File: config.mk
export PLATFORM = sky130hd
export DESIGN_NAME = spv_ctrl
export DESIGN_NICKNAME = d
export VERILOG_FILES = /design/src/sv/spv_pkg.sv /design/src/sv/spv_ctrl.sv
export SDC_FILE = /design/constraint.sdc
export NUM_CORES = 1
export LEC_CHECK = 0
export ABC_AREA = 1
export BUFFER_PORTS_ARGS = -buffer_cell sky130_fd_sc_hd__clkbuf_2
export CAP_MARGIN = 25
export CORE_AREA = 5 5 42 44
export CTS_CLUSTER_SIZE = 12
export DETAILED_ROUTE_END_ITERATION = 6
export DIE_AREA = 0 0 47 49
export PLACE_DENSITY = 0.68
export SLEW_MARGIN = 20
export SYNTH_ARGS = -nofsm -noshare
export SYNTH_HDL_FRONTEND = slang
export SYNTH_SLANG_ARGS = --single-unit
export TNS_END_PERCENT = 10
File: constraint.sdc
create_clock -name clk -period 1.7 [get_ports clk]
set_input_delay 0.34 -clock clk [delete_from_list [all_inputs] [get_ports clk]]
set_output_delay 0.34 -clock clk [all_outputs]
set_load 0.005 [all_outputs]
File: src/sv/spv_pkg.sv
// ----------------------------------------------------------------------------
// spv_pkg
// Shared types, widths, codes and arithmetic helpers of the sample playback
// voice.
// ----------------------------------------------------------------------------
`default_nettype none

package spv_pkg;

    localparam int SAMPLE_WORDS_DEF = 65536;
    localparam int MAX_CHANNELS_DEF = 2;

    localparam int SAMPLE_W    = 16;
    localparam int SCALED_W    = 17;
    localparam int FRAME_W     = 17;
    localparam int FRAC_W      = 16;
    localparam int STEP_W      = 24;
    localparam int VOL_W       = 16;
    localparam int CH_CNT_W    = 2;
    localparam int CMD_W       = 3;
    localparam int LOAD_ADDR_W = 16;
    localparam int WORD_IDX_W  = FRAME_W + 1;
    localparam int CFG_INDEX_W = 3;
    localparam int CFG_DATA_W  = 24;
    localparam int READ_IDX_W  = 2;

    localparam logic [VOL_W-1:0] UNITY_VOL = 16'h8000;

    typedef enum logic [CMD_W-1:0] {
        CMD_LOAD   = 3'd0,
        CMD_TICK   = 3'd1,
        CMD_PLAY   = 3'd2,
        CMD_PAUSE  = 3'd3,
        CMD_REPLAY = 3'd4,
        CMD_STOP   = 3'd5
    } cmd_t;

    typedef enum logic [CFG_INDEX_W-1:0] {
        REG_CHANNEL_COUNT     = 3'd0,
        REG_STEP              = 3'd1,
        REG_SAMPLE_COUNT      = 3'd2,
        REG_LOOP_POINT        = 3'd3,
        REG_FADE_STEP         = 3'd4,
        REG_FADE_START_VOLUME = 3'd5
    } cfg_reg_t;

    typedef struct packed {
        logic                  load_issue;
        logic                  read_issue;
        logic [READ_IDX_W-1:0] read_idx;
        logic                  play_set;
        logic                  play_clr;
        logic                  replay;
        logic                  stop;
        logic                  tick_eval;
        logic                  interp_mul;
        logic                  interp_sum;
        logic                  out_load;
    } spv_ctrl_t;

    typedef struct packed {
        logic play_flag;
        logic fade_stop;
        logic write_done;
        logic reads_done;
        logic out_busy;
    } spv_status_t;

    // word * volume / 32768, truncated toward zero
    function automatic logic signed [SCALED_W-1:0] scale_word(
        input logic signed [SAMPLE_W-1:0] word,
        input logic        [VOL_W-1:0]    vol
    );
        logic signed [32:0] prod;
        logic signed [32:0] adj;
        prod = 33'(word) * 33'($signed({1'b0, vol}));
        adj  = (prod < 0) ? prod + 33'sd32767 : prod;
        return SCALED_W'(adj >>> 15);
    endfunction

endpackage

`default_nettype wire

File: src/sv/spv_ctrl.sv
// ----------------------------------------------------------------------------
// spv_ctrl
// Command sequencer: decodes accepted items and steps the datapath through
// loads, tick evaluation, store reads, interpolation and result hand-off.
// ----------------------------------------------------------------------------
`default_nettype none

module spv_ctrl import spv_pkg::*; #(
    parameter int MAX_CHANNELS = MAX_CHANNELS_DEF
) (
    input  wire logic              clk,
    input  wire logic              rst_n,
    input  wire logic              cmd_valid,
    input  wire logic [CMD_W-1:0]  cmd_code,
    output logic                   cmd_ready,
    output spv_ctrl_t              ctrl,
    input  wire spv_status_t       status
);

    localparam int NREAD = 2 * MAX_CHANNELS;
    localparam int IDXW  = $clog2(NREAD);

    typedef enum logic [2:0] {
        S_IDLE,
        S_LOAD_WAIT,
        S_TICK_EVAL,
        S_READ_ISSUE,
        S_READ_WAIT,
        S_INTERP_MUL,
        S_INTERP_SUM,
        S_EMIT
    } state_t;

    state_t          state_reg, state_next;
    logic [IDXW-1:0] cnt_reg, cnt_next;

    always_comb
    begin
        state_next = state_reg;
        cnt_next   = cnt_reg;
        ctrl       = '0;
        cmd_ready  = 1'b0;
        ctrl.read_idx = READ_IDX_W'(cnt_reg);
        case (state_reg)
            S_IDLE:
            begin
                cmd_ready = 1'b1;
                if (cmd_valid)
                begin
                    case (cmd_t'(cmd_code))
                        CMD_LOAD:
                        begin
                            ctrl.load_issue = 1'b1;
                            state_next      = S_LOAD_WAIT;
                        end
                        CMD_TICK:   state_next    = S_TICK_EVAL;
                        CMD_PLAY:   ctrl.play_set = 1'b1;
                        CMD_PAUSE:  ctrl.play_clr = 1'b1;
                        CMD_REPLAY: ctrl.replay   = 1'b1;
                        CMD_STOP:   ctrl.stop     = 1'b1;
                        default:    ;
                    endcase
                end
            end
            S_LOAD_WAIT:
            begin
                if (status.write_done)
                begin
                    state_next = S_IDLE;
                end
            end
            S_TICK_EVAL:
            begin
                ctrl.tick_eval = 1'b1;
                cnt_next       = '0;
                // no frame when stopped or when the fade runs out
                if (!status.play_flag || status.fade_stop)
                begin
                    state_next = S_EMIT;
                end
                else
                begin
                    state_next = S_READ_ISSUE;
                end
            end
            S_READ_ISSUE:
            begin
                ctrl.read_issue = 1'b1;
                cnt_next        = cnt_reg + 1'b1;
                if (cnt_reg == IDXW'(NREAD - 1))
                begin
                    state_next = S_READ_WAIT;
                end
            end
            S_READ_WAIT:
            begin
                if (status.reads_done)
                begin
                    state_next = S_INTERP_MUL;
                end
            end
            S_INTERP_MUL:
            begin
                ctrl.interp_mul = 1'b1;
                state_next      = S_INTERP_SUM;
            end
            S_INTERP_SUM:
            begin
                ctrl.interp_sum = 1'b1;
                state_next      = S_EMIT;
            end
            S_EMIT:
            begin
                // hold until the output register is free
                if (!status.out_busy)
                begin
                    ctrl.out_load = 1'b1;
                    state_next    = S_IDLE;
                end
            end
            default: state_next = S_IDLE;
        endcase
    end

    always_ff @(posedge clk or negedge rst_n)
    begin
        if (!rst_n)
        begin
            state_reg <= S_IDLE;
            cnt_reg   <= '0;
        end
        else
        begin
            state_reg <= state_next;
            cnt_reg   <= cnt_next;
        end
    end

endmodule

`default_nettype wire

======== Word-level counts from Yosys, hierarchy flattened ========
Index checks and enable logic that the tools add are counted.
word-level totals
  flip-flop bits (word level) ............. 5
  input bits .............................. 11
  output and inout port bits .............. 13
  word-level logic and storage cells ...... 53
operators by class
  add/sub/neg operators ................... 1
  eq/ne operators ......................... 19
  multiplexer cells ....................... 25
  reductions and logical operators ........ 6
operators by type and width
  cell                 number
  $pmux 3 s8           1
  $eq 3x3->1 const B   6
  $mux 3               6
  $mux 1               14
  $eq 3x2->1 const B   4
  $ne 2x2->1 const B   5
  $mux 4               2
  $eq 3x1->1 const B   2
  $logic_not 3->1      2
  $pmux 3 s2           1
  $reduce_and 6->1     1
  $pmux 2 s2           1
  $ne 3x1->1 const B   1
  $add 2x1->2 const B  1
  $eq 2x2->1 const B   1
  $reduce_bool 2->1    1
  $logic_not 1->1      1
  $logic_or 1x1->1     1

======== Longest topological paths before layout ========
  depth after elaboration ................. 4
  gate-level depth with buffers ........... 9
  gate-level depth less buffers ........... 8

======== Worst setup path before layout ========
No wires, ideal clock.
  kind .................................... register to output
  start point ............................. register state_reg[1]
  end point ............................... output ctrl[5] (netlist bit)
  arrival time ............................ 1118 ps
  required time ........................... 1360 ps
  setup slack ............................. 242 ps
  stages on the path, launching flop included .. 5
  cells stage by stage .................... dfrtp_1 -> buf_8 -> nor3_4 -> nand2_4 -> nor4_1
RTL lines
  what                    line             source
  from (decl)             spv_ctrl.sv:34   state_t state_reg, state_next;
  from (signal assigned)  spv_ctrl.sv:134  state_reg <= state_next;
  to (decl)               spv_ctrl.sv:16   output spv_ctrl_t ctrl,

==> run_results.csv <==
group,metric,value,unit
outcome,outcome,"finished clean",
worst_setup_path,crit_path_start_kind,"register",
sta,skew,0.0002545,ns
place,hpwl,1.037,mm
sta,min_period,1.684,ns
global_route,grt_pass1_wl,1.994,mm
synthesis,synth_xor_area_share,0,%
global_route,grt_start_max_net_pins,13,
synthesis,ys_warn_count,0,
sta,worst-slew-pin-transition,0.2541,ns
die,dieWidth,47,um
worst_setup_path,worstPathCellList,"nor3_4, nand2_4, nor4_1, clkbuf_2",
worst_setup_path,critical_path_buf_inv_count,1,
die,die_height,49,um
detailed_routing,drt_iter0_drc,9,
detailed_routing,drt-total-wl,1.214,mm
sta,slew_violations,0,
synthesis,synthDistinctLibCells,18,
clock_network,worstSkewPairLatency,0.24,ns
synthesis,synth_compound_area_share,3.893,%
detailed_routing,routed_via_density,4.648,
clock_network,clock_tree.root_cell,"clkbuf_4",
clock_network,cts_buffers,3,
worst_setup_path,crit_start,"state_reg[0]",
detailed_routing,vias,581,
global_route,grt_usage,11.44,%
worst_setup_path,cp.required,1.36,ns
worst_setup_path,rrSetupSlack,0.42,ns
synthesis,synth.largest_area_cell,"dfrtp_1",
final_layout,fill_cells,155,
clock_network,cts_setup_buffers,0,
die,rows,14,
synthesis,synth_seq_cells,5,
synthesis,yosysSeqAreaShare,24.33,%
synthesis,synth.area.top_cells,"dfrtp_1 24%, nand2_1 17%, nand3_1 8.8%",
clock_network,htreeDepth,1,
power_and_ir_drop,p_leak,0.4143,nW
clock_network,cts.sink_count,5,
worst_setup_path,crit_path_end_kind,"output pin",
sta,setup_viol,0,
die,io_pins,24,
worst_setup_path,crit-reg2reg-launch,"state_reg[2]",
synthesis,synth_top_area_share,24.33,%
worst_setup_path,r2r_cells,9,
final_layout,area_growth,34.31,%
synthesis,synth_area,514.2,um^2
synthesis,syn-mean-instance-area,6.428,um^2
worst_setup_path,path_max_fanout,5,
sta,rsz0062_at_grt,"yes",
detailed_routing,ant_nets,0,
final_layout,layout.nets,122,
sta,fmaxAchievable,593.7,MHz
detailed_routing,dr.pass1.iters,4,
synthesis,netlist_instances,80,
synthesis,synthMuxAreaShare,0,%
sta,finalSetupTns,0,ns
place,port_buffers,23,
die,die-area,0.002303,mm^2
clock_network,cts_buffer_depth,2,
worst_setup_path,cp.arrival,1.34,ns
power_and_ir_drop,ir_drop,0.0006211,V
synthesis,synth-simple-area-share,53.28,%
clock_network,clkTransAtPathRegs,0.04,ns
synthesis,synth_fp_nets,92,
global_route,antenna_found_initial,0,
sta,slew_headroom,82.91,%
worst_setup_path,slowest_delay,0.40,ns
final_layout,antenna_cells,0,
worst_setup_path,reg2reg_to,"state_reg[2]",
worst_setup_path,crit_type,"register to output pin",
detailed_routing,avgRoutedWirePerCell,9.712,um
worst_setup_path,slowest_stage,"dfrtp_1",
die,initial_core_util,36.70,%
global_route,grt_overflow,0,
synthesis,synth_top_family_by_area,"simple AND/OR/NAND/NOR gates",
die,core_area,0.001401,mm^2
global_route,grt_pass1_vias,512,
worst_hold_path,hold_path.class,"input pin to async pin",
final_layout,drive_gt1_share,34.86,%
power_and_ir_drop,power.density,1480,mW/mm^2
clock_network,cts_tree,"built",
power_and_ir_drop,power,1.022,mW
synthesis,synth_fa_ha_area_share,2.433,%
place,place.gp.congestion,0.7226,
final_layout,largest_reg_flops,3,
worst_setup_path,critical-path-top-delay-family,"simple AND/OR/NAND/NOR gates",
sta,hold_violations,0,
sta,post-route-period-util,99.08,%
run,maxCapViolCount,0,
detailed_routing,drc,0,
==> metal layers <==
| metal | global-route usage (%) | routed length (um) |
|---|---|---|
| met5 | 0 | 0 |
| met4 | 1.382 | 0 |
| met3 | 4.428 | 80 |
| met2 | 18.55 | 609 |
| met1 | 14.41 | 524 |
==> where the power goes <==
part / internal (mW) / switching (mW) / leakage [nW] / total, mW
Clock: 0.0887 / 0.0478 / 0.0150 / 0.136
Sequential: 0.175 / 0.0490 / 0.0633 / 0.225
Combinational: 0.274 / 0.388 / 0.336 / 0.661
==> through the flow <==
step / hold WS, ns / instance area (um^2) / setup WS (ns) / utilization [%] / cells
after floorplan: 0.04441 / 514.2 / 0.2419 / - / 80
after global placement: 0.1567 / 641.9 / 0.3419 / 45.80 / 120
after detailed placement: 0.1663 / 641.9 / 0.2623 / 45.80 / 120
after CTS: 0.4470 / 684.4 / 0.006892 / 48.84 / 125
after global routing: 0.4500 / 690.7 / -0.06983 / 49.29 / 125
final: 0.4517 / 690.7 / 0.01560 / 49.29 / 125
==> layout by cell type (no fill, tap or decap), drive strengths merged, types with 2 or more instances in the layout <==
master,synthesis,final
dfrtp,5,5
nand2,24,24
o21ai,3,3
inv,12,12
clkbuf,0,27
nand3,11,11
nor2,14,14
buf,3,4
nor3,2,2
nor4,3,3
==> layout make-up <==
class,instances,area (um^2),share of cell area [%]
multi-input cells,60,319.1,46.20
well taps,16,20.02,2.899
flip-flops and latches,5,125.1,18.12
repair buffers,28,155.1,22.46
inverters,12,45.04,6.522
clock buffers,4,26.28,3.804
==> cell families (layout without fill, tap and decap cells) <==
kind of cell,Yosys count,in the layout
buf+inv,15,44
compound gates,4,4
fa+ha+maj,1,1
flops,5,5
simple gates,55,55
==> synth_stat cells, drive strengths merged <==
cell type	count
ha	1
o21ai	3
nand4	1
nor4	3
nand3	11
buf	3
nor2	14
nand2	24
a21oi	1
inv	12
dfrtp	5
nor3	2
==> worst reg2reg max path, stage by stage (launching register included) <==
cell	delay (ns)
dfrtp_1	0.40
buf_4	0.19
inv_1	0.09
nor2_1	0.05
nand2_1	0.06
nand2_1	0.05
nor2_1	0.11
nand3_2	0.09
nand2_1	0.07
nand2_1	0.05
==> timing repair <==
item | CTS | global route
resized for setup | 1 | 1
endpoints found under the setup margin | 1 | 3
endpoints found under the hold margin | 5 | 0
hold buffers | 1 | 0
==> worst max path at each step <==
stage / endpoint / depth (start not counted) / slack, ns
final: ctrl[6] / 4 / 0.02
after global routing: ctrl[6] / 4 / -0.07
after CTS: ctrl[6] / 4 / 0.007
after floorplan: ctrl[5] / 4 / 0.24
after global placement: ctrl[6] / 4 / 0.34
after detailed placement: ctrl[7] / 4 / 0.26
No activity file was read; power rests on OpenSTA's default activity.
